==> src/hdl/rk4_pkg.sv <==
`timescale 1ns / 1ps
`default_nettype none
// shared types, constants and saturating helpers for the rk4 orbit stepper
// no dependencies
package rk4_pkg;

   localparam int WORD_WIDTH = 48;
   localparam int FRAC_BITS  = 32;
   localparam int CFG_W      = 47;
   localparam int CNT_W      = 20;
   localparam int CSR_IDX_W  = 2;
   // exact weighted sum k1 + 2*k2 + 2*k3 + k4
   localparam int SUM_W      = WORD_WIDTH + 3;
   localparam int CMP_W      = (CFG_W > WORD_WIDTH) ? CFG_W : WORD_WIDTH;

   typedef logic signed [WORD_WIDTH-1:0] word_type;
   typedef logic [CFG_W-1:0]             cfg_type;
   typedef logic [CNT_W-1:0]             cnt_type;
   typedef logic signed [SUM_W-1:0]      sum_type;
   typedef logic [CSR_IDX_W-1:0]         csr_idx_type;

   localparam csr_idx_type CSR_STEP_SIZE  = csr_idx_type'(0);
   localparam csr_idx_type CSR_STIFFNESS  = csr_idx_type'(1);
   localparam csr_idx_type CSR_STEP_COUNT = csr_idx_type'(2);

   localparam logic CMD_LOAD = 1'b0;
   localparam logic CMD_STEP = 1'b1;

   localparam cfg_type STEP_SIZE_RST  = cfg_type'(64'd4294967);
   localparam cfg_type STIFFNESS_RST  = cfg_type'(64'd169560256590);
   localparam cnt_type STEP_COUNT_RST = cnt_type'(32'd1000);

   localparam word_type WORD_MAX = {1'b0, {(WORD_WIDTH-1){1'b1}}};
   localparam word_type WORD_MIN = {1'b1, {(WORD_WIDTH-1){1'b0}}};

   typedef struct packed {
      logic     start;
      logic     negate;
      word_type a;
      word_type b;
   } mul_req_type;

   function automatic word_type sat_add(word_type a, word_type b);
      logic signed [WORD_WIDTH:0] s;
      s = $signed({a[WORD_WIDTH-1], a}) + $signed({b[WORD_WIDTH-1], b});
      if (s[WORD_WIDTH] != s[WORD_WIDTH-1]) begin
         return s[WORD_WIDTH] ? WORD_MIN : WORD_MAX;
      end
      return s[WORD_WIDTH-1:0];
   endfunction

   // unsigned register value clamped to the largest positive word
   function automatic word_type clamp_cfg(cfg_type u);
      logic [CMP_W-1:0] ue;
      logic [CMP_W-1:0] lim;
      ue  = CMP_W'(u);
      lim = CMP_W'(WORD_MAX);
      if (ue > lim) begin
         return WORD_MAX;
      end
      return ue[WORD_WIDTH-1:0];
   endfunction

endpackage
`default_nettype wire

==> src/hdl/rk4_mul.sv <==
`timescale 1ns / 1ps
`default_nettype none
// shared fixed-point multiplier: two half-width partial products, round, saturate,
// optional saturating negate; depends on rk4_pkg
module rk4_mul import rk4_pkg::*; (
   input  wire logic        clock,
   input  wire logic        reset,
   input  wire mul_req_type req,
   output word_type         res,
   output logic             done
);

   localparam int LO_W   = WORD_WIDTH / 2;
   localparam int HI_W   = WORD_WIDTH - LO_W;
   localparam int MOP_W  = HI_W + 1;
   localparam int PP_W   = WORD_WIDTH + MOP_W;
   localparam int PROD_W = 2 * WORD_WIDTH;

   localparam logic [2:0] M_IDLE = 3'd0;
   localparam logic [2:0] M_LO   = 3'd1;
   localparam logic [2:0] M_HI   = 3'd2;
   localparam logic [2:0] M_ACC  = 3'd3;
   localparam logic [2:0] M_RND  = 3'd4;
   localparam logic [2:0] M_NEG  = 3'd5;

   localparam logic signed [PROD_W-1:0] RND_HALF = PROD_W'(1) << (FRAC_BITS - 1);
   localparam logic signed [PROD_W-1:0] WIDE_MAX = PROD_W'(WORD_MAX);
   localparam logic signed [PROD_W-1:0] WIDE_MIN = PROD_W'(WORD_MIN);

   logic [2:0]               state_ff, state_in;
   word_type                 a_ff, a_in;
   word_type                 b_ff, b_in;
   logic                     neg_ff, neg_in;
   logic signed [PP_W-1:0]   pp_ff, pp_in;
   logic signed [PROD_W-1:0] acc_ff, acc_in;
   word_type                 rnd_ff, rnd_in;
   word_type                 res_ff, res_in;
   logic                     done_ff, done_in;

   logic signed [MOP_W-1:0]  mop;
   logic signed [PROD_W-1:0] rsum;
   logic signed [PROD_W-1:0] shifted;

   always_comb begin
      state_in = state_ff;
      a_in     = a_ff;
      b_in     = b_ff;
      neg_in   = neg_ff;
      pp_in    = pp_ff;
      acc_in   = acc_ff;
      rnd_in   = rnd_ff;
      res_in   = res_ff;
      done_in  = 1'b0;

      // low half of b is unsigned, high half carries the sign
      if (state_ff == M_LO) begin
         mop = $signed({{(MOP_W-LO_W){1'b0}}, b_ff[LO_W-1:0]});
      end else begin
         mop = $signed({b_ff[WORD_WIDTH-1], b_ff[WORD_WIDTH-1:LO_W]});
      end

      rsum    = acc_ff + RND_HALF;
      shifted = rsum >>> FRAC_BITS;

      case (state_ff)
         M_IDLE: begin
            if (req.start) begin
               a_in     = req.a;
               b_in     = req.b;
               neg_in   = req.negate;
               state_in = M_LO;
            end
         end
         M_LO: begin
            pp_in    = a_ff * mop;
            state_in = M_HI;
         end
         M_HI: begin
            acc_in   = PROD_W'(pp_ff);
            pp_in    = a_ff * mop;
            state_in = M_ACC;
         end
         M_ACC: begin
            acc_in   = acc_ff + (PROD_W'(pp_ff) <<< LO_W);
            state_in = M_RND;
         end
         M_RND: begin
            if (shifted > WIDE_MAX) begin
               rnd_in = WORD_MAX;
            end else if (shifted < WIDE_MIN) begin
               rnd_in = WORD_MIN;
            end else begin
               rnd_in = shifted[WORD_WIDTH-1:0];
            end
            state_in = M_NEG;
         end
         M_NEG: begin
            if (!neg_ff) begin
               res_in = rnd_ff;
            end else if (rnd_ff == WORD_MIN) begin
               res_in = WORD_MAX;
            end else begin
               res_in = -rnd_ff;
            end
            done_in  = 1'b1;
            state_in = M_IDLE;
         end
         default: begin
            state_in = M_IDLE;
         end
      endcase
   end

   always_ff @(posedge clock) begin
      if (reset) begin
         state_ff <= M_IDLE;
         done_ff  <= 1'b0;
      end else begin
         state_ff <= state_in;
         done_ff  <= done_in;
      end
      a_ff   <= a_in;
      b_ff   <= b_in;
      neg_ff <= neg_in;
      pp_ff  <= pp_in;
      acc_ff <= acc_in;
      rnd_ff <= rnd_in;
      res_ff <= res_in;
   end

   assign res  = res_ff;
   assign done = done_ff;

endmodule
`default_nettype wire

==> config.mk <==
export PLATFORM = sky130hd
export DESIGN_NAME = rk4_mul
export DESIGN_NICKNAME = d
export VERILOG_FILES = /design/src/hdl/rk4_pkg.sv /design/src/hdl/rk4_mul.sv
export SDC_FILE = /design/constraint.sdc
export NUM_CORES = 2
export LEC_CHECK = 0
export BUFFER_PORTS_ARGS = -buffer_cell sky130_fd_sc_hd__buf_2
export CORE_ASPECT_RATIO = 0.7
export CORE_MARGIN = 5
export CORE_UTILIZATION = 55
export CTS_CLUSTER_DIAMETER = 50
export CTS_CLUSTER_SIZE = 30
export DETAILED_ROUTE_END_ITERATION = 16
export GPL_ROUTABILITY_DRIVEN = 0
export PLACE_DENSITY = 0.72
export SYNTH_ARGS = -nofsm -noshare
export SYNTH_HDL_FRONTEND = slang
export SYNTH_SLANG_ARGS = --single-unit
==> constraint.sdc <==
create_clock -name clock -period 19.2 [get_ports clock]
set_input_delay 3.84 -clock clock [delete_from_list [all_inputs] [get_ports clock]]
set_output_delay 3.84 -clock clock [all_outputs]
set_load 0.02 [all_outputs]
# Word-level counts from Yosys, hierarchy flattened

Cells that the tools add are included.

$add $sub $neg: 3
$mul: 1
$lt $le $gt $ge: 2
Equal/unequal tests: 7
Multiplexer cells: 8
Reductions and logical operators: 4

Operator list:

| cell                                                                               | count |
|---|---|
| 96-bit case mux with 2 select lines                                                | 1 |
| 48-bit 2-to-1 mux                                                                  | 3 |
| 96-bit by 33-bit adder with 96-bit output (second input constant)                  | 1 |
| 96-bit adder                                                                       | 1 |
| 48-bit by 25-bit multiplier with 73-bit output                                     | 1 |
| 64-bit by 48-bit greater-than comparator with 1-bit output (second input constant) | 1 |
| 64-bit by 48-bit less-than comparator with 1-bit output (second input constant)    | 1 |
| 48-bit equality test (second input constant)                                       | 1 |
| 48-bit negation                                                                    | 1 |
| 25-bit 2-to-1 mux                                                                  | 1 |
| 3-bit case mux with 5 select lines                                                 | 1 |
| 3-bit by 2-bit equality test with 1-bit output (second input constant)             | 2 |
| 3-bit equality test (second input constant)                                        | 2 |
| 3-bit by 1-bit equality test with 1-bit output (second input constant)             | 1 |
| 3-bit zero test                                                                    | 1 |
| 3-bit 2-to-1 mux                                                                   | 1 |
| 2-bit != test (second input constant)                                              | 1 |
| 2-bit AND reduction                                                                | 1 |
| 2-bit nonzero test                                                                 | 1 |
| 2-bit OR reduction                                                                 | 1 |
| 1-bit 2-to-1 mux                                                                   | 1 |

Register bits: 366
Output and inout bits: 49

# Depth between registers and ports, before layout

Depth after elaboration: 3
Gate-level depth with buffers: 32
Gate-level depth less buffers: 28

# Worst setup path after synthesis

Ideal clock, no wire load.

Path type: input-to-reg
Start point: in req[97] in the netlist's numbering
End point: reg a_ff[0], enable pin
Library setup time: 825 ps
Arrival: 13610 ps
Required time: 18375 ps
Setup slack: 4766 ps
Stages: 1
Path buffers: 0
Cells stage by stage: nor4b_1

Word-level cells in the longest chain between the ends: 1

RTL lines:

| what                                 | RTL line       | text |
|---|---|---|
| start: declaration                   | rk4_mul.sv:8   | `input wire mul_req_type req,` |
| 2-bit AND reduction (no source line) | n/a            |  |
| end signal: assignment               | rk4_mul.sv:122 | `a_ff <= a_in;` |
| end: declaration                     | rk4_mul.sv:31  | `word_type a_ff, a_in;` |

Every way passes these cells.
A chain may end at the register's enable or synchronous reset.

# Final worst setup path

Start point: reg state_ff[0]
End point: reg pp_ff[52], data pin

Word-level cells in the longest chain between the ends: 3

RTL lines:

| what                                           | RTL line                     | text |
|---|---|---|
| start: declaration                             | rk4_mul.sv:30                | `logic [2:0] state_ff, state_in;` |
| start signal: assignment                       | rk4_mul.sv:119               | `state_ff <= state_in;` |
| 3-bit by 1-bit equality test with 1-bit output | rk4_mul.sv:56, rk4_mul.sv:65 |  |
| 25-bit 2-to-1 mux                              | rk4_mul.sv:56                | `if (state_ff == M_LO) begin` |
| 48-bit by 25-bit multiplier with 73-bit output | rk4_mul.sv:75, rk4_mul.sv:80 |  |
| end signal: assignment                         | rk4_mul.sv:125               | `pp_ff <= pp_in;` |
| end: declaration                               | rk4_mul.sv:34                | `logic signed [PP_W-1:0] pp_ff, pp_in;` |

Every way passes these cells.

==> results.py <==
metrics = {
    "timing": {
        "post-route-period-util_pct": 52.7,
        "worst_pin_slew_ns": 1.25,
        "skew_ns": 0.0418,
        "report.final.slew_viol_count": 0,
        "relSlewSlack_pct": 17.0,
        "max_freq_ghz": 0.0989,
        "setup_viol": 0,
        "hold_violations": 0,
        "fin_tns_setup_ns": 0,
        "rsz0062_at_grt": "no",
        "period_needed_ns": 10.11,
    },
    "synthesis": {
        "synth_fa_ha_area_share_pct": 46.4,
        "synthMuxAreaShare_pct": 0.533,
        "synth_seq_cells": 342,
        "synth_cell_type_count": 83,
        "synth_flop_cell": "edfxtp_1",
        "synthesis.instances": 6108,
        "synth_xor_area_share_pct": 3.62,
        "synth.avg_cell_area_um2": 9.53,
        "synth_top_family_by_area": "adder cells",
        "syn_nets": 7656,
        "synth-edff-count": 338,
        "ys_seq_area_share_pct": 17.6,
        "syn_area_mm2": 0.0582,
        "synth_compound_area_share_pct": 6.91,
        "synth-async-reset-ratio_pct": 0,
        "synth-simple-area-share_pct": 15.3,
        "ys_warn_count": 0,
    },
    "floorplan": {
        "rows": 99,
        "pin_count": 149,
        "initial_utilization_pct": 55.6,
        "coreArea_mm2": 0.105,
        "die_area_mm2": 0.113,
        "die_y_um": 282,
        "die_w_um": 399,
    },
    "clock_tree": {
        "cts_buffers": 39,
        "cts.path.max_buffers": 3,
        "path_clk_slew_ns": 0.08,
        "cts_resized": 0,
        "cts.sinks": 342,
        "htreeDepth": 2,
        "cts_setup_buffers": 0,
        "hold_buffers": 0,
        "root_buffer": "clkbuf_16",
        "cts_tree": "done",
        "insertion_delay_ns": 0.63,
    },
    "placed_design": {
        "hpwl_mm": 118,
        "io_buffers": 148,
        "dpl.cell_count": 7439,
    },
    "grt": {
        "grt_max_degree": 87,
        "grt_pass1_wl_mm": 255,
        "grt_use_total_pct": 29.1,
        "grt_pass1_vias": 45500,
        "antenna_found_initial": 2,
        "gr-total-overflow": 0,
    },
    "route": {
        "finalWirelength_mm": 158,
        "via_per_inst": 5.73,
        "firstDrtPassIters": 7,
        "drc": 0,
        "via_count": 43000,
        "wl_per_cell_um": 21.0,
        "antenna_left": 0,
        "drtIter0Drc": 4179,
    },
    "critical_path": {
        "path_max_fanout": 48,
        "cp-start-kind": "register",
        "cp_num_cells": 28,
        "max_stage_delay_ns": 0.59,
        "cp-startpoint": "state_ff[0]",
        "regToRegEndpoint": "pp_ff[52]",
        "critical_path_class": "register to register",
        "r2r.worst_path.cells": 28,
        "crit_path_frequent_cell": "fa_1",
        "crit_family": "adder cells",
        "critPathSlowestCell": "fa_1",
        "reg2reg_slack_ns": 9.09,
        "r2r_start": "state_ff[0]",
        "end_kind": "register",
        "crit_path_end": "pp_ff[52]",
        "cp_num_buf_inv": 5,
        "crit_arrival_ns": 10.54,
        "crit_required_ns": 19.63,
    },
    "min_path": {
        "hold_class": "register to register",
    },
    "cells_and_area": {
        "finalNonFillerCells": 7512,
        "nets": 7614,
        "syn_to_final_growth_pct": 5.78,
        "drive_gt1_share_pct": 5.95,
    },
    "run_status": {
        "outcome": "complete, no violations",
    },
    "job": {
        "drv_cap": 0,
    },
}
Yosys cell counts, types with 25 or more instances:
library cell	instances	area, µm²
a21o_1	64	480
a21oi_1	195	976
and2_1	394	2460
and3_1	28	175
clkbuf_1	295	1110
edfxtp_1	338	10100
fa_1	1188	23800
ha_1	260	3250
inv_1	1182	4440
nand2_1	1015	3810
nand2b_1	25	156
nand3_1	48	240
nand4_1	50	313
nor2_1	145	544
nor2b_1	63	394
nor3_1	35	175
o21ai_0	198	991
o21ai_1	41	205
o21bai_1	30	225
xnor2_1	110	963
xor2_1	131	1150
cell usage in the layout, fill, tap and decap left out, types with 8 or more instances in the layout:
master        n
xor2_1      131
clkbuf_16    39
nand2_1    1015
nand2b_1     24
buf_4        85
nand4_1      50
or4_1         9
nor2_1      143
a31oi_1      23
nor2b_1      62
nor4_1       12
inv_1      1182
buf_2       148
nand3_1      48
edfxtp_1    338
a21oi_1     195
and4_1        8
xnor2_1     110
o211ai_1      8
a211oi_1     10
ha_1        260
fa_1       1188
a21o_1       64
o21bai_1     30
and3_1       28
o21a_1       11
o21ai_0     198
or3_1        21
mux2_2       24
o31ai_1      20
nor3_1       35
and2_1      394
o21ai_1      41
metrics by stage:
step           util, %  hold slack (ns)  worst slack, ns  cell area [µm²]
2_1_floorplan        -            0.524             4.77            58200
3_3_place_gp      57.5            0.562             9.45            60200
3_5_place_dp      57.5            0.569             9.26            60200
4_1_cts           58.8            0.588             9.21            61600
5_1_grt           58.8            0.611             8.74            61600
6_report          58.9            0.585             9.09            61600
worst min-delay path by stage:
stage                       endpoint  depth (start not counted)  slack (ns)        from
after floorplan           acc_ff[24]                          2        0.52   pp_ff[24]
after global placement    acc_ff[24]                          2        0.56   pp_ff[24]
after detailed placement     res[30]                          2        0.57  rnd_ff[30]
after CTS                    res[30]                          2        0.59  rnd_ff[30]
after global routing         res[14]                          2        0.61  rnd_ff[14]
final                        res[27]                          2        0.59  rnd_ff[27]
metal layers:
layer	up-vias	track usage (%)	share of wire, %
li1	18700	-	-
met1	21700	42.4	41
met2	2314	43.2	42
met3	378	7.33	12
met4	0	9.67	3.9
met5	-	0	0
area by class of cell:
cell class / count / area, µm²
antenna: 1 / 2.50
clock buffer: 40 / 980
clock inverter: 32 / 389
fill: 8839 / 43100
inverter: 1182 / 4440
multi-input combinational: 4268 / 42400
sequential: 342 / 10200
tap: 1414 / 1770
timing repair buffer: 233 / 1380
flip-flops by register name, summed over array words and instances (netlist names):
register  count
done          1
state_ff      3
pp_ff        73
res          48
b_ff         48
neg_ff        1
rnd_ff       48
acc_ff       72
a_ff         48
worst reg2reg max path: cells and delay by family, from the launching register on:
| kind | cells | cell delay, ns |
|---|---|---|
| adders and majority gates | 8 | 4.16 |
| AOI/OAI and AO/OA | 10 | 2.51 |
| buffers and inverters | 5 | 1.52 |
| and+or+nand+nor | 4 | 0.89 |
| DFF | 1 | 0.50 |
| muxes | 1 | 0.38 |
logic make-up (layout without fill, tap and decap cells):
kind of cell / Yosys count / in the layout
muxes: 28 / 28
adders and majority gates: 1448 / 1448
other: 0 / 1
buffers and inverters: 1498 / 1487
xor gates and xnor gates: 241 / 241
and+or+nand+nor: 1882 / 1882
DFF: 342 / 342
AOI/OAI and AO/OA: 669 / 669
Power is not shown: default switching activity piles up to over one toggle a cycle in this logic, so the estimate is an artifact.
