**src/hdl/rk4_pkg.sv**
```systemverilog
`timescale 1ns / 1ps
`default_nettype none
// shared types, constants and saturating helpers for the rk4 orbit stepper
// no dependencies
package rk4_pkg;

   localparam int WORD_WIDTH = 48;
   localparam int FRAC_BITS  = 32;
   localparam int CFG_W      = 47;
   localparam int CNT_W      = 20;
   localparam int CSR_IDX_W  = 2;
   // exact weighted sum k1 + 2*k2 + 2*k3 + k4
   localparam int SUM_W      = WORD_WIDTH + 3;
   localparam int CMP_W      = (CFG_W > WORD_WIDTH) ? CFG_W : WORD_WIDTH;

   typedef logic signed [WORD_WIDTH-1:0] word_type;
   typedef logic [CFG_W-1:0]             cfg_type;
   typedef logic [CNT_W-1:0]             cnt_type;
   typedef logic signed [SUM_W-1:0]      sum_type;
   typedef logic [CSR_IDX_W-1:0]         csr_idx_type;

   localparam csr_idx_type CSR_STEP_SIZE  = csr_idx_type'(0);
   localparam csr_idx_type CSR_STIFFNESS  = csr_idx_type'(1);
   localparam csr_idx_type CSR_STEP_COUNT = csr_idx_type'(2);

   localparam logic CMD_LOAD = 1'b0;
   localparam logic CMD_STEP = 1'b1;

   localparam cfg_type STEP_SIZE_RST  = cfg_type'(64'd4294967);
   localparam cfg_type STIFFNESS_RST  = cfg_type'(64'd169560256590);
   localparam cnt_type STEP_COUNT_RST = cnt_type'(32'd1000);

   localparam word_type WORD_MAX = {1'b0, {(WORD_WIDTH-1){1'b1}}};
   localparam word_type WORD_MIN = {1'b1, {(WORD_WIDTH-1){1'b0}}};

   typedef struct packed {
      logic     start;
      logic     negate;
      word_type a;
      word_type b;
   } mul_req_type;

   function automatic word_type sat_add(word_type a, word_type b);
      logic signed [WORD_WIDTH:0] s;
      s = $signed({a[WORD_WIDTH-1], a}) + $signed({b[WORD_WIDTH-1], b});
      if (s[WORD_WIDTH] != s[WORD_WIDTH-1]) begin
         return s[WORD_WIDTH] ? WORD_MIN : WORD_MAX;
      end
      return s[WORD_WIDTH-1:0];
   endfunction

   // unsigned register value clamped to the largest positive word
   function automatic word_type clamp_cfg(cfg_type u);
      logic [CMP_W-1:0] ue;
      logic [CMP_W-1:0] lim;
      ue  = CMP_W'(u);
      lim = CMP_W'(WORD_MAX);
      if (ue > lim) begin
         return WORD_MAX;
      end
      return ue[WORD_WIDTH-1:0];
   endfunction

endpackage
`default_nettype wire

```
**src/hdl/rk4_div3.sv**
```systemverilog
`timescale 1ns / 1ps
`default_nettype none
// weighted-sum divide by six with round half up, eight quotient bits per cycle,
// saturated to the word; depends on rk4_pkg
module rk4_div3 import rk4_pkg::*; (
   input  wire logic    clock,
   input  wire logic    reset,
   input  wire logic    start,
   input  wire sum_type sum,
   output word_type     quot,
   output logic         done
);

   localparam int MIX_W = WORD_WIDTH + 3;
   localparam int NDIG  = (MIX_W + 7) / 8;
   localparam int DIG_W = NDIG * 8;
   localparam int EXT_W = WORD_WIDTH + 4;
   localparam int DC_W  = $clog2(NDIG + 1);
   localparam int QV_W  = MIX_W + 1;

   // (s + 3 + 6*2^W) / 2 is never negative; the 2^W offset comes back out at the end
   localparam logic [EXT_W-1:0] BIAS = (EXT_W'(6) << WORD_WIDTH) + EXT_W'(3);
   localparam logic signed [QV_W-1:0] OFFSET   = QV_W'(1) << WORD_WIDTH;
   localparam logic signed [QV_W-1:0] WIDE_MAX = QV_W'(WORD_MAX);
   localparam logic signed [QV_W-1:0] WIDE_MIN = QV_W'(WORD_MIN);
   localparam logic [DC_W-1:0] DIG_LAST = DC_W'(NDIG - 1);

   localparam logic [1:0] D_IDLE = 2'd0;
   localparam logic [1:0] D_RUN  = 2'd1;
   localparam logic [1:0] D_FIN  = 2'd2;

   logic [1:0]       state_ff, state_in;
   logic [DC_W-1:0]  cnt_ff, cnt_in;
   logic [DIG_W-1:0] sh_ff, sh_in;
   logic [DIG_W-1:0] q_ff, q_in;
   logic [1:0]       rem_ff, rem_in;
   word_type         quot_ff, quot_in;
   logic             done_ff, done_in;

   logic [EXT_W-1:0]        biased;
   logic [7:0]              digit;
   logic [7:0]              qbits;
   logic [2:0]              r;
   logic signed [QV_W-1:0]  qv;

   always_comb begin
      state_in = state_ff;
      cnt_in   = cnt_ff;
      sh_in    = sh_ff;
      q_in     = q_ff;
      rem_in   = rem_ff;
      quot_in  = quot_ff;
      done_in  = 1'b0;

      biased = EXT_W'(sum) + BIAS;

      // eight restoring steps of the remainder mod 3
      digit = sh_ff[DIG_W-1 -: 8];
      qbits = '0;
      r     = {1'b0, rem_ff};
      for (int i = 7; i >= 0; i--) begin
         r = {r[1:0], digit[i]};
         if (r >= 3'd3) begin
            r        = r - 3'd3;
            qbits[i] = 1'b1;
         end
      end

      qv = $signed({1'b0, q_ff[MIX_W-1:0]}) - OFFSET;

      case (state_ff)
         D_IDLE: begin
            if (start) begin
               sh_in    = DIG_W'(biased[EXT_W-1:1]);
               q_in     = '0;
               rem_in   = '0;
               cnt_in   = '0;
               state_in = D_RUN;
            end
         end
         D_RUN: begin
            sh_in  = sh_ff << 8;
            q_in   = {q_ff[DIG_W-9:0], qbits};
            rem_in = r[1:0];
            cnt_in = cnt_ff + 1'b1;
            if (cnt_ff == DIG_LAST) begin
               state_in = D_FIN;
            end
         end
         D_FIN: begin
            if (qv > WIDE_MAX) begin
               quot_in = WORD_MAX;
            end else if (qv < WIDE_MIN) begin
               quot_in = WORD_MIN;
            end else begin
               quot_in = qv[WORD_WIDTH-1:0];
            end
            done_in  = 1'b1;
            state_in = D_IDLE;
         end
         default: begin
            state_in = D_IDLE;
         end
      endcase
   end

   always_ff @(posedge clock) begin
      if (reset) begin
         state_ff <= D_IDLE;
         done_ff  <= 1'b0;
      end else begin
         state_ff <= state_in;
         done_ff  <= done_in;
      end
      cnt_ff  <= cnt_in;
      sh_ff   <= sh_in;
      q_ff    <= q_in;
      rem_ff  <= rem_in;
      quot_ff <= quot_in;
   end

   assign quot = quot_ff;
   assign done = done_ff;

endmodule
`default_nettype wire

```
**config.mk**
```make
export PLATFORM = sky130hd
export DESIGN_NAME = rk4_div3
export DESIGN_NICKNAME = d
export VERILOG_FILES = /design/src/hdl/rk4_pkg.sv /design/src/hdl/rk4_div3.sv
export SDC_FILE = /design/constraint.sdc
export NUM_CORES = 1
export LEC_CHECK = 0
export BUFFER_PORTS_ARGS = -buffer_cell sky130_fd_sc_hd__buf_4
export CORE_MARGIN = 4
export CORE_UTILIZATION = 58
export DETAILED_ROUTE_END_ITERATION = 7
export PLACE_DENSITY = 0.86
export SYNTH_ARGS = -nofsm -noshare
export SYNTH_HDL_FRONTEND = slang
export SYNTH_SLANG_ARGS = --single-unit
```
**constraint.sdc**
```tcl
create_clock -name clock -period 11.8 [get_ports clock]
set_clock_uncertainty 0.05 [all_clocks]
set_input_delay 1.18 -clock clock [delete_from_list [all_inputs] [get_ports clock]]
set_output_delay 1.18 -clock clock [all_outputs]
set_load 0.005 [all_outputs]
```
* Yosys cells after proc, flatten, opt, wreduce, memory -nomap -nowiden
Cells that the tools add are included.
Widths: inputs -> output; s select.
** Storage, ports and cells
- Logic and storage cells :: 66
- Register bits after elaboration :: 163
- Output and inout bits :: 49
- Input port bits :: 54
** Cells by class
- Add/subtract/negate cells :: 11
- Magnitude comparators :: 10
- Mux-type cells :: 29
- Reduce and logical (&&, ||, !) cells :: 4
- Equal/unequal tests :: 5
** Operators by type and width (count)
- $pmux 56 s2 :: 1
- $pmux 51 s2 :: 1
- $mux 56 :: 1
- $add 52x51->52 const B :: 1
- $gt 52x48->1 const B :: 1
- $lt 52x48->1 const B :: 1
- $sub 51x49->52 const B :: 1
- $mux 51 :: 1
- $mux 48 :: 1
- $ge 3x2->1 const B :: 8
- $mux 2 :: 11
- $sub 2x2->2 const B :: 8
- $mux 1 :: 9
- $pmux 2 s2 :: 2
- $pmux 3 s2 :: 1
- $ne 2x2->1 const B :: 2
- $reduce_and 2->1 :: 2
- $add 3x1->3 const B :: 1
- $eq 3x3->1 const B :: 1
- $mux 3 :: 1
- $eq 2x1->1 const B :: 1
- $eq 2x2->1 const B :: 1
- $logic_not 2->1 :: 1
- $reduce_bool 2->1 :: 1

* Logic depth before layout (Yosys ltp)
- Depth after elaboration :: 17
- Depth in mapped cells :: 52
- Depth with buffers taken out :: 49

* Least setup slack after synthesis
OpenSTA, ideal clock, no wires.
- Path type :: reg-to-reg
- Start point :: register rem_ff[0]
- End point :: register rem_ff[0] (data pin)
- Stages on the path, launching flop included :: 51
- Data arrival time :: 8.324 ns
- Path slack :: 3.236 ns
- Clock period less this slack :: 8.564 ns
- Buffers on the path :: 3
- Setup time :: 0.190 ns
- Required time :: 11.560 ns
- Cells stage by stage :: edfxtp_1 -> ha_1 -> nor2_1 -> inv_1 -> nor2_1 -> a21oi_1 -> ha_1 -> buf_6 -> or3_1 -> o2bb2ai_1 -> a21oi_1 -> ha_1 -> a21oi_1 -> nor2_1 -> a31oi_1 -> o311a_2 -> clkinv_2 -> ha_1 -> [15 not listed] -> and3_1 -> buf_2 -> nor2_1 -> nor2_1 -> nor2_1 -> ha_1 -> clkbuf_1 -> nand2b_1 -> nor2_1 -> a21oi_1 -> o32a_1 -> o21ai_0 -> ha_1 -> nor3_1 -> nor2_1 -> or3_1 -> a211o_1 -> a2111oi_2
** On the way
- Word-level cells in the longest chain between the ends :: 17
- Elaborated cells on any way between the ends :: 24
- Classes of those cells :: 7 x add/sub; 8 x order compare; 9 x mux
** Ends and longest elaborated chain
- start: declaration :: RTL line rk4_div3.sv:36 : logic [1:0] rem_ff, rem_in;
- start signal: assignment :: RTL line rk4_div3.sv:118 : rem_ff <= rem_in;
- $ge 3x2->1 / $sub 2x2->2 (equally long branches) :: RTL line rk4_div3.sv:63, rk4_div3.sv:64
- $mux 2 * :: RTL line rk4_div3.sv:63 : if (r >= 3'd3) begin
- $ge 3x2->1 / $sub 2x2->2 (equally long branches) :: RTL line rk4_div3.sv:63, rk4_div3.sv:64
- $mux 2 * :: RTL line rk4_div3.sv:63
- $ge 3x2->1 / $sub 2x2->2 (equally long branches) :: RTL line rk4_div3.sv:63, rk4_div3.sv:64
- $mux 2 * :: RTL line rk4_div3.sv:63
- $ge 3x2->1 / $sub 2x2->2 (equally long branches) :: RTL line rk4_div3.sv:63, rk4_div3.sv:64
- $mux 2 * :: RTL line rk4_div3.sv:63
- $ge 3x2->1 / $sub 2x2->2 (equally long branches) :: RTL line rk4_div3.sv:63, rk4_div3.sv:64
- $mux 2 * :: RTL line rk4_div3.sv:63
- $ge 3x2->1 / $sub 2x2->2 (equally long branches) :: RTL line rk4_div3.sv:63, rk4_div3.sv:64
- $mux 2 * :: RTL line rk4_div3.sv:63
- $ge 3x2->1 / $sub 2x2->2 (equally long branches) :: RTL line rk4_div3.sv:63, rk4_div3.sv:64
- $mux 2 * :: RTL line rk4_div3.sv:63
- $ge 3x2->1 * :: RTL line rk4_div3.sv:63
- $mux 2 * :: RTL line rk4_div3.sv:63
- $pmux 2 s2 * :: RTL line rk4_div3.sv:71 : case (state_ff)
Mark *: on every way between the ends. The rest lies on a longest branch, timed or not.
A chain may end at the register's enable or synchronous reset.

* Worst setup path in the final report
- Start point :: register sh_ff[55]
- End point :: register rem_ff[0] (data pin)
** On the way
- Word-level cells in the longest chain between the ends :: 17
- Elaborated cells on any way between the ends :: 24
- Classes of those cells :: 7 x add/sub; 8 x order compare; 9 x mux
** Ends and longest elaborated chain
- start: declaration :: RTL line rk4_div3.sv:34 : logic [DIG_W-1:0] sh_ff, sh_in;
- start signal: assignment :: RTL line rk4_div3.sv:116 : sh_ff <= sh_in;
- $ge 3x2->1 / $sub 2x2->2 (equally long branches) :: RTL line rk4_div3.sv:63, rk4_div3.sv:64
- $mux 2 * :: RTL line rk4_div3.sv:63
- $ge 3x2->1 / $sub 2x2->2 (equally long branches) :: RTL line rk4_div3.sv:63, rk4_div3.sv:64
- $mux 2 * :: RTL line rk4_div3.sv:63
- $ge 3x2->1 / $sub 2x2->2 (equally long branches) :: RTL line rk4_div3.sv:63, rk4_div3.sv:64
- $mux 2 * :: RTL line rk4_div3.sv:63
- $ge 3x2->1 / $sub 2x2->2 (equally long branches) :: RTL line rk4_div3.sv:63, rk4_div3.sv:64
- $mux 2 * :: RTL line rk4_div3.sv:63
- $ge 3x2->1 / $sub 2x2->2 (equally long branches) :: RTL line rk4_div3.sv:63, rk4_div3.sv:64
- $mux 2 * :: RTL line rk4_div3.sv:63
- $ge 3x2->1 / $sub 2x2->2 (equally long branches) :: RTL line rk4_div3.sv:63, rk4_div3.sv:64
- $mux 2 * :: RTL line rk4_div3.sv:63
- $ge 3x2->1 / $sub 2x2->2 (equally long branches) :: RTL line rk4_div3.sv:63, rk4_div3.sv:64
- $mux 2 * :: RTL line rk4_div3.sv:63
- $ge 3x2->1 * :: RTL line rk4_div3.sv:63
- $mux 2 * :: RTL line rk4_div3.sv:63
- $pmux 2 s2 * :: RTL line rk4_div3.sv:71
Marks and branches as above.

==> reports/metrics.csv <==
metric,value,unit
yosysWarningCount,0,
cts_hold_buffers,0,
synth.distinct_cells,59,
htree_num_levels,4,
maxCapViolCount,0,
placementRows,42,
startpoint,sh_ff[55],
crit_top_cell,nor2_1,
hold_viol,0,
portBuffers,102,
status,"complete, no violations",
hold_depth,1,
peakVddDrop,0.1085,mV
seq_area_frac_synth,61.06,%
cts_buffers,17,
synth_top_cell_area_share,60.31,%
rsz0062_at_grt,false,
drt_pass1_iterations,7,
drive_gt1_share,19.47,%
synth_ff_type,edfxtp_1,
min_to,quot[46],
final_core_utilization,70.89,%
grt_usage,20.66,%
period_minus_slack,10.20,ns
path_class,flop to flop,
syn_nets,748,
worstMarginPinSlew,1.137,ns
fillers,904,
arrival,10.36,ns
clkSlewWorstSetupHoldPaths,0.06,ns
syn-cell-area,7966,um^2
core,13350,um^2
rr_worst_depth,48,
drt_iter0_markers,458,
avgSynthCellArea,11.66,um^2
tns,0,ns
reg2reg_to,rem_ff[0],
cts_sinks,163,
r2r-start,sh_ff[55],
setup_viol,0,
cts_setup_buffers,0,
synthArstFlopShare,0,%
initial_utilization,59.68,%
period_share,86.47,%
critPathLaunchType,flop,
hold_class,flop to flop,
grt_pass1_wl,26130,um
ys_top_cells_by_count,"160 x edfxtp_1, 69 x nand2_1, 54 x nor2_1",
ios,103,
min_from,q_ff[46],
critical_path_required,11.96,ns
vias,5612,
cts_resized,0,
power_leakage,0.003612,uW
fmax,0.09801,GHz
first_global_vias,5352,
synth_edf_count,160,
power_density,193.0,nW/um^2
synth_most_common_cell,edfxtp_1,
end_kind,flop,
synth_seq_cells,163,
via_per_inst,5.834,
syn_inst,683,
relSlewSlack,24.21,%
slowest_delay,0.57,ns
hpwl,10910,um
cts_buffer_depth,2,
ant_nets,0,
antenna_found_initial,0,
root_buffer,clkbuf_16,
antenna_cells,0,
tritoncts,done,
die_w,125.2,um
grt_max_degree,127,
dieArea,15670,um^2
worstSkewPairLatency,0.42,ns
dieHeight,125.2,um
final_nets,839,
synth_top_area_cell,edfxtp_1,
rrSetupSlack,1.60,ns
drv_slew,0,
area_growth,18.78,%
overflow,0,
routed_wl,16300,um
slowest_stage,edfxtp_1,
globalplace.congestion,0.9185,
wire_per_inst,16.94,um
drc,0,
netlist_top_cells_area,"edfxtp_1 60%, a21o_1 4.4%, and2_1 3.8%, nand2_1 3.3%, xor2_1 3.2%",
cp_max_fo,13,
through the flow:
stage / power, uW / worst slack, ns / cells / hold slack [ns] / cell area [um^2]
finish: 1826 / 1.597 / 962 / 0.4676 / 9463
global route: 1918 / 0.7760 / 962 / 0.4894 / 9463
CTS: 1824 / 1.930 / 962 / 0.4710 / 9463
detailed placement: 1270 / 1.925 / 931 / 0.4559 / 8870
global placement: 1231 / 2.802 / 931 / 0.4494 / 8870
floorplan: 1154 / 3.236 / 683 / 0.3987 / 7966
kinds of logic (layout without fill, tap and decap cells):
logic type | Yosys count | after routing | share of synthesized area, %
buffers and inverters | 43 | 146 | 2.167
AOI/OAI and AO/OA | 143 | 143 | 11.95
xor gates and xnor gates | 48 | 48 | 5.277
muxes | 4 | 4 | 0.5340
DFF | 163 | 163 | 61.06
and+or+nand+nor | 271 | 271 | 17.28
adders and majority gates | 11 | 11 | 1.728
worst max path at each step:
stage	slack, ns	to
after floorplan	3.24	rem_ff[0]
after global placement	2.80	rem_ff[0]
after detailed placement	1.92	rem_ff[0]
after CTS	1.93	rem_ff[0]
after global routing	0.78	rem_ff[0]
final	1.60	rem_ff[0]
final cells by class:
type / count / area [um^2] / area share [%]
clock buffers: 17 / 425.4 / 4.496
clock inverters: 14 / 167.7 / 1.772
inverters: 9 / 35.03 / 0.3702
multi-input cells: 477 / 2954 / 31.22
flip-flops and latches: 163 / 4865 / 51.41
well taps: 176 / 220.2 / 2.327
repair buffers: 106 / 795.8 / 8.409
layout by cell type, fill, tap and decap left out, types with 5 or more instances in the layout:
master     count
ha_1          11
edfxtp_1     160
nand4_1       11
nor2_1        53
xnor2_1       19
buf_4        106
nand2_1       69
o21ai_0       46
a31oi_1        5
nor4_1         6
nand3_1       21
a21oi_1       17
nor3_1        11
or3_1          8
and2_1        49
xor2_1        29
nand2b_1       6
clkbuf_16     17
inv_6          5
a21o_1        47
nor2b_1        9
and3_1        10
inv_1          7
registers in the layout (all words and copies together), names as in the netlist:
signal and count:
q_ff 51, cnt_ff 3, quot 48, state_ff 2
sh_ff 56, done 1, rem_ff 2
critical path: cells and delay by family (launching register included):
family / cells / cell delay [ns]
flip-flops: 1 / 0.57
AND/OR/NAND/NOR: 20 / 3.46
adder cells (fa/ha/maj): 8 / 2.36
buffers and inverters: 3 / 0.43
AO/OA/AOI/OAI: 17 / 3.10
per-layer routing:
layer	up-vias	routed length, um	track usage, %
li1	2680	-	-
met1	2667	6595	24.78
met2	224	8194	35.43
met3	41	1131	6.183
met4	0	377	7.653
met5	-	0	0
power by group:
part / leakage [uW] / internal (uW) / total, uW / switching, uW
Clock: 0.000291 / 318 / 551 / 233
Combinational: 0.00169 / 211 / 521 / 311
Sequential: 0.00163 / 719 / 753 / 34.3
Total: 0.00361 / 1250 / 1830 / 578
(Power assumes the default switching activity.)
